## src/scu_pkg.sv

```systemverilog
// Shared constants, codes and types of the sonar ping and echo capture unit.
`default_nettype none
package scu_pkg;

  localparam int ECHO_DEPTH = 512;
  localparam int IDX_W      = $clog2(ECHO_DEPTH);
  localparam int ECHO_LANES = 2;
  localparam int LANE_W     = $clog2(ECHO_LANES);
  localparam int ECHO_ROWS  = ECHO_DEPTH / ECHO_LANES;
  localparam int ROW_W      = $clog2(ECHO_ROWS);
  localparam int BIN_W      = 8;
  localparam int ROW_DATA_W = ECHO_LANES * BIN_W;

  localparam int ACT_W      = 3;
  localparam int SAMPLE_W   = 12;
  localparam int GAIN_W     = 12;
  localparam int DRIVE_W    = 2;
  localparam int PULSE_W    = 8;
  localparam int PING_W     = 8;
  localparam int PIXEL_W    = 16;
  localparam int RANGE_W    = 8;

  localparam int CFG_IDX_W  = 2;
  localparam int CFG_DATA_W = 16;

  typedef enum logic [ACT_W-1:0] {
    ACT_START   = 3'd0,
    ACT_TICK    = 3'd1,
    ACT_SAMPLE  = 3'd2,
    ACT_GAIN_WR = 3'd3,
    ACT_READ    = 3'd4
  } act_e_t;

  typedef enum logic [2:0] {
    PH_IDLE = 3'b001,
    PH_PING = 3'b010,
    PH_CAP  = 3'b100
  } phase_t;

  localparam logic [CFG_IDX_W-1:0] REG_PING_PULSES  = 2'd0;
  localparam logic [CFG_IDX_W-1:0] REG_PING_PERIOD  = 2'd1;
  localparam logic [CFG_IDX_W-1:0] REG_PIXEL_PERIOD = 2'd2;
  localparam logic [CFG_IDX_W-1:0] REG_RANGE_INDEX  = 2'd3;

  localparam logic [DRIVE_W-1:0] DRV_PIN_A = 2'd1;
  localparam logic [DRIVE_W-1:0] DRV_PIN_B = 2'd2;
  localparam logic [DRIVE_W-1:0] DRV_OFF   = 2'd3;

  // Work handed from the sequencer stage to the echo/result stage
  typedef struct packed {
    logic                 peak_wr;
    logic                 run_end;
    logic                 echo_rd;
    logic                 gain_load;
    logic [LANE_W-1:0]    lane;
    logic [ROW_W-1:0]     row;
    logic [BIN_W-1:0]     level;
    logic [DRIVE_W-1:0]   drive;
    logic                 busy;
    logic                 done;
  } stage_ctl_t;

  typedef struct packed {
    logic              en;
    logic [IDX_W-1:0]  idx;
    logic [GAIN_W-1:0] val;
  } gain_wr_t;

endpackage
`default_nettype wire

```

## src/scu_seq.sv

```systemverilog
// Ping/capture sequencer: phase, tick counters, bin index and drive level.
`default_nettype none
module scu_seq (
  input  wire logic                          clk,
  input  wire logic                          rst_n,
  input  wire logic                          adv,
  input  wire logic [scu_pkg::ACT_W-1:0]     action,
  input  wire logic [scu_pkg::SAMPLE_W-1:0]  sample,
  input  wire logic [scu_pkg::IDX_W-1:0]     entry_index,
  input  wire logic [scu_pkg::GAIN_W-1:0]    gain_value,
  input  wire logic [scu_pkg::PULSE_W-1:0]   ping_pulses,
  input  wire logic [scu_pkg::PING_W-1:0]    ping_period,
  input  wire logic [scu_pkg::PIXEL_W-1:0]   pixel_period,
  output scu_pkg::stage_ctl_t                ctl,
  output scu_pkg::gain_wr_t                  gwr,
  output logic [scu_pkg::IDX_W-1:0]          gain_idx,
  output logic                               start
);
  import scu_pkg::*;

  phase_t               phase_r, phase_nxt;
  logic [PULSE_W-1:0]   pulses_r, pulses_nxt;
  logic                 pin_b_r, pin_b_nxt;
  logic [PING_W-1:0]    ping_ticks_r, ping_ticks_nxt;
  logic [PIXEL_W-1:0]   pixel_ticks_r, pixel_ticks_nxt;
  logic [IDX_W-1:0]     bin_r, bin_nxt;
  logic [DRIVE_W-1:0]   drive_r, drive_nxt;
  logic [IDX_W:0]       bin_inc;

  assign bin_inc  = {1'b0, bin_r} + (IDX_W+1)'(1);
  assign gain_idx = bin_inc[IDX_W-1:0];

  always_comb begin
    phase_nxt       = phase_r;
    pulses_nxt      = pulses_r;
    pin_b_nxt       = pin_b_r;
    ping_ticks_nxt  = ping_ticks_r;
    pixel_ticks_nxt = pixel_ticks_r;
    bin_nxt         = bin_r;
    drive_nxt       = drive_r;
    start           = 1'b0;
    ctl             = '0;
    ctl.lane        = bin_r[LANE_W-1:0];
    ctl.row         = bin_r[IDX_W-1:LANE_W];
    ctl.level       = sample[SAMPLE_W-1 -: BIN_W];
    gwr.en          = 1'b0;
    gwr.idx         = entry_index;
    gwr.val         = gain_value;
    case (act_e_t'(action))
      ACT_START: begin
        start           = 1'b1;
        bin_nxt         = '0;
        ping_ticks_nxt  = '0;
        pixel_ticks_nxt = '0;
        pin_b_nxt       = 1'b0;
        pulses_nxt      = ping_pulses;
        phase_nxt       = PH_PING;
      end
      ACT_TICK: begin
        case (phase_r)
          PH_PING: begin
            if (ping_ticks_r >= ping_period) begin
              ping_ticks_nxt = '0;
              if (pulses_r != '0) begin
                if (!pin_b_r) begin
                  drive_nxt = DRV_PIN_A;
                  pin_b_nxt = 1'b1;
                end else begin
                  drive_nxt  = DRV_PIN_B;
                  pin_b_nxt  = 1'b0;
                  pulses_nxt = pulses_r - PULSE_W'(1);
                end
              end else begin
                drive_nxt       = DRV_OFF;
                phase_nxt       = PH_CAP;
                pixel_ticks_nxt = '0;
              end
            end else begin
              ping_ticks_nxt = ping_ticks_r + PING_W'(1);
            end
          end
          PH_CAP: begin
            if (pixel_ticks_r >= pixel_period) begin
              pixel_ticks_nxt = '0;
              if (bin_inc >= (IDX_W+1)'(ECHO_DEPTH)) begin
                // last bin done: stamp the range code into bin zero
                phase_nxt   = PH_IDLE;
                ctl.run_end = 1'b1;
                ctl.done    = 1'b1;
                ctl.row     = '0;
                ctl.lane    = '0;
              end else begin
                bin_nxt       = bin_inc[IDX_W-1:0];
                ctl.gain_load = 1'b1;
              end
            end else begin
              pixel_ticks_nxt = pixel_ticks_r + PIXEL_W'(1);
            end
          end
          default: ;
        endcase
      end
      ACT_SAMPLE: begin
        if (phase_r == PH_CAP) ctl.peak_wr = 1'b1;
      end
      ACT_GAIN_WR: begin
        gwr.en = 1'b1;
      end
      ACT_READ: begin
        ctl.echo_rd = 1'b1;
        ctl.lane    = entry_index[LANE_W-1:0];
        ctl.row     = entry_index[IDX_W-1:LANE_W];
      end
      default: ;
    endcase
    ctl.drive = drive_nxt;
    ctl.busy  = (phase_nxt != PH_IDLE);
  end

  always_ff @(posedge clk) begin
    if (!rst_n) begin
      phase_r       <= PH_IDLE;
      pulses_r      <= '0;
      pin_b_r       <= 1'b0;
      ping_ticks_r  <= '0;
      pixel_ticks_r <= '0;
      bin_r         <= '0;
      drive_r       <= DRV_OFF;
    end else if (adv) begin
      phase_r       <= phase_nxt;
      pulses_r      <= pulses_nxt;
      pin_b_r       <= pin_b_nxt;
      ping_ticks_r  <= ping_ticks_nxt;
      pixel_ticks_r <= pixel_ticks_nxt;
      bin_r         <= bin_nxt;
      drive_r       <= drive_nxt;
    end
  end

endmodule
`default_nettype wire

```

## config.mk

```make
export PLATFORM = sky130hd
export DESIGN_NAME = scu_seq
export DESIGN_NICKNAME = d
export VERILOG_FILES = /design/src/scu_pkg.sv /design/src/scu_seq.sv
export SDC_FILE = /design/constraint.sdc
export NUM_CORES = 1
export LEC_CHECK = 0
export BUFFER_PORTS_ARGS = -buffer_cell sky130_fd_sc_hd__buf_4
export CORE_UTILIZATION = 30
export CTS_BUF_LIST = sky130_fd_sc_hd__clkbuf_4
export CTS_CLUSTER_SIZE = 30
export DETAILED_ROUTE_END_ITERATION = 7
export HOLD_SLACK_MARGIN = 0.15
export PLACE_DENSITY_LB_ADDON = 0.05
export SYNTH_ARGS = -nofsm -noshare
export SYNTH_HDL_FRONTEND = slang
export SYNTH_SLANG_ARGS = --single-unit
```

## constraint.sdc

```tcl
create_clock -name clk -period 3.9 [get_ports clk]
set_input_delay 0.78 -clock clk [delete_from_list [all_inputs] [get_ports clk]]
set_output_delay 0.78 -clock clk [all_outputs]
set_load 0.005 [all_outputs]
```

---- Yosys cells after proc, flatten, opt, wreduce, memory -nomap -nowiden ----
Cells that the tools add are included.
operators by class
  add/subtract/negate cells ............... 4
  multipliers ............................. 0
  divide/modulo/power cells ............... 0
  order comparisons ....................... 3
  equal/unequal tests ..................... 17
  shift operators ......................... 0
  multiplexer cells ....................... 48
  bitwise logic cells ..................... 0
  reduce and logical (&&, ||, !) cells .... 8
operators with widths
  operator               count
  $pmux 16 s2            2
  $mux 16                3
  $mux 8                 6
  $mux 9                 4
  $pmux 9 s2             2
  $pmux 8 s2             2
  $mux 10                2
  $add 16x1->16 const B  1
  $ge 16x16->1           1
  $mux 1                 15
  $reduce_and 5->1       3
  $mux 3                 4
  $ne 2x2->1 const B     6
  $pmux 3 s2             2
  $add 9x1->10 const B   1
  $ge 10x10->1 const B   1
  $mux 2                 5
  $eq 3x2->1 const B     3
  $add 8x1->8 const B    1
  $ge 8x8->1             1
  $reduce_bool 8->1      1
  $sub 8x1->8 const B    1
  $eq 3x3->1 const B     2
  $ne 3x3->1 const B     2
  9 further kinds        9
word-level totals
  bits in registers ....................... 47
  latch bits .............................. 0
  bits in writable memories ............... 0
  ROM bits ................................ 0
  bits of input ports ..................... 71
  word-level logic and storage cells ...... 87
  memories ................................ 0

---- Longest topological paths before layout ----
  depth in word-level cells ............... 7
  gate-level depth with buffers ........... 9
  depth with buffers taken out ............ 8

---- Least setup slack after synthesis ----
OpenSTA, ideal clock, no wires.
  path type ............................... in2out
  start ................................... input ping_period[0] (netlist name)
  end ..................................... output ctl[2] (netlist name)
  arrival time ............................ 2.454 ns
  required time ........................... 3.120 ns
  setup slack ............................. 0.666 ns
  cell stages on the path ................. 6
  path buffers ............................ 0
  cell sequence ........................... ha_1 -> nand2b_1 -> a2111oi_0 -> o21ai_2 -> nand3_1 -> mux2_1
RTL lines
  element      line           RTL
  from (decl)  scu_seq.sv:12  input wire logic [scu_pkg::PING_W-1:0] ping_period,
  to (decl)    scu_seq.sv:14  output scu_pkg::stage_ctl_t ctl,

==> metrics.md <==
| Metric | Value |
|---|---|
| Status | `finished, final reports clean` |
| DP Area | `4290 um2` |
| Hold buffers post-CTS | `0` |
| # rows | `40` |
| Hold depth | `2` |
| Leakage | `1.95 nW` |
| R2R Setup Slk | `1.27 ns` |
| RSZ-0062 raised after global routing | `no` |
| Worst-path fanout max | `4` |
| Initial DRC Count | `107` |
| Grt ovf | `0` |
| Syn_nets | `568` |
| DRC viols | `0` |
| Synth Instances | `469` |
| Critical Path RT | `3.12 ns` |
| Fin Setup TNS | `0 ns` |
| Most common cell after layout, fill and taps aside | `buf_4` |
| Dpl cells | `679` |
| FMAX | `0.271 GHz` |
| Post-Place Worst Slack | `0.191 ns` |
| H-tree depth | `2` |
| Num CTS Buffers | `5` |
| GRT busiest layer | `met2` |
| Ant diodes | `0` |
| Later-pin clock latency in the skew report | `0.37 ns` |
| Postcts setup bufs | `0` |
| Setup WS post-layout | `0.215 ns` |
| GR Util met2 | `0.264` |
| Slew HR | `0.546` |
| Reg-to-reg endpoint | `pixel_ticks_r[11]` |
| Max-Cap Viols | `0` |
| Initial antenna violation count | `0` |
| Worst slew pin tran | `0.676 ns` |
| Root Buffer | `clkbuf_4` |
| Post-synthesis cell area | `3720 um2` |
| WP data arrival | `2.91 ns` |
| Post-synthesis sequential area ratio | `0.253` |
| Starting Density | `0.309` |
| Critical Path Start Type | `input pin` |
| Avg Vias per Cell | `5.01` |
| Pin count of the biggest net entering global routing | `35` |
| PD cells | `206 nW/um2` |
| Vias in the first global route | `3277` |
| GR Util met3 | `0.0271` |
| Post-Layout Cell Count | `686` |
| Resized Gates After CTS | `0` |
| Worst r2r path cells | `8` |
| Worst-case clock buffer depth | `2` |
| Hold Worst Slack | `0.492 ns` |
| CTS tree | `built` |
| Wire per inst | `14.2 um` |
| Setup CP Type | `in2out` |
| Fin. max-slew vios | `0` |
| DR pass1 iterations | `5` |
| Final Instance Area | `4340 um2` |
| Setup Viol. Count Final | `0` |
| Ports | `128` |
| Die height | `113 um` |
| Area grow syn2layout | `16.5%` |
| Top_reg_cell synth | `dfxtp_1` |
| Min-delay src | `drive_r[0]` |
| VDD IR max | `0.0000956 V` |
| DRT antenna net count | `0` |
| Hold endpoint | `drive_r[0]` |
| Share of cells above drive strength 1 | `0.218` |
| Routed WL | `9720 um` |
| Met1 Track Usage GR | `0.206` |
| Nets | `617` |
| Reg2reg start | `pulses_r[0]` |
| Hold WC Path Type | `reg2reg` |
| Syn avg cell area | `7.94 um2` |
| Synth Register Bits | `47` |
| Fill cells | `1286` |
| Synth unique cells | `64` |
| Die area | `12900 um2` |
| Synth warn | `0` |
| Total number of vias | `3435` |
| Tot GR Track Use | `0.156` |
| Hold Vio Cnt, Final | `0` |
| Most frequent cells in the layout | `buf_4, dfxtp_1, nand2_1` |
| Async S/R FF share, synth | `0` |
| Port bufs | `83` |
| CP endpoint kind | `primary output` |
| Clk_skew | `0.0226 ns` |
| Clock sinks | `47` |
| Min Tclk post-route | `3.69 ns` |
| Final GP Congestion | `0.741` |
| Tot Pwr | `0.893 mW` |
| Fin crit share | `0.945` |
| Post-layout util | `0.360` |
| DIE WIDTH | `113 um` |
| Reg clk slew, reported paths | `0.15 ns` |
| EDFF count, synth | `0` |
| First-pass GRT wire length | `16200 um` |
| DP HPWL | `7230 um` |
| Core Area | `12100 um2` |
[flip-flops by register name, indices dropped and copies added, names as in the netlist]
name / cells
pin_b_r: 1
bin_r: 9
pulses_r: 8
phase_r: 3
ping_ticks_r: 8
drive_r: 2
pixel_ticks_r: 16
[worst max-delay path, stage by stage]
cell and delay [ns]:
buf_4 0.08, inv_1 0.03, ha_1 0.28, nand2_1 0.07, nor2_1 0.24, nand4_1 0.26
o21a_1 0.26, nor3_1 0.58, o21ai_1 0.16, buf_4 0.17
[report_power, final]
group	internal [mW]	switching, mW	leakage, nW
registers	0.485	0.00636	0.379
logic	0.0829	0.0820	1.54
clock network	0.0646	0.172	0.0285
total	0.633	0.260	1.95
[layer usage]
layer	up-vias	part of all wire
met5	-	0
met4	0	0.0076
met3	5	0.041
met2	75	0.47
met1	1593	0.48
li1	1762	-
[layout make-up]
| cell class | instances | area, um2 | area share |
|---|---|---|---|
| clock inverters | 2 | 8.76 | 0.00202 |
| multi-input cells | 336 | 2320 | 0.534 |
| inverters | 37 | 139 | 0.0320 |
| flip-flops and latches | 47 | 941 | 0.217 |
| clock buffers | 5 | 37.5 | 0.00865 |
| well taps | 168 | 210 | 0.0485 |
| repair buffers | 91 | 683 | 0.157 |
[Yosys cell counts (7+ instances only)]
master	n	area, um2
a21oi_1	12	60.1
a22o_1	23	201
and3_1	9	56.3
buf_4	32	240
clkbuf_1	11	41.3
dfxtp_1	47	941
ha_1	28	350
inv_1	35	131
mux2i_1	9	90.1
nand2_1	38	143
nand3_1	20	100
nor2_1	33	124
nor2b_1	7	43.8
nor3_1	14	70.1
nor4_1	9	56.3
o21ai_0	10	50.1
o21ai_1	24	120
xnor2_1	8	70.1
[worst max path at each step]
stage	cells after the start	endpoint	start	slack, ns
2_1_floorplan	6	ctl[2]	ping_period[0]	0.67
3_3_place_gp	10	ctl[1]	pixel_period[15]	0.20
3_5_place_dp	10	ctl[1]	pixel_period[15]	0.19
4_1_cts	10	ctl[1]	pixel_period[15]	0.17
5_1_grt	10	ctl[1]	pixel_period[15]	0.02
6_report	10	ctl[1]	pixel_period[15]	0.21
[kinds of logic after synthesis]
kind of cell,synth area share
DFF,0.253
and+or+nand+nor,0.237
buffers and inverters,0.124
xor gates and xnor gates,0.0329
muxes,0.0363
AOI/OAI and AO/OA,0.223
adders and majority gates,0.0941
No activity file was read; power rests on OpenSTA's default activity.
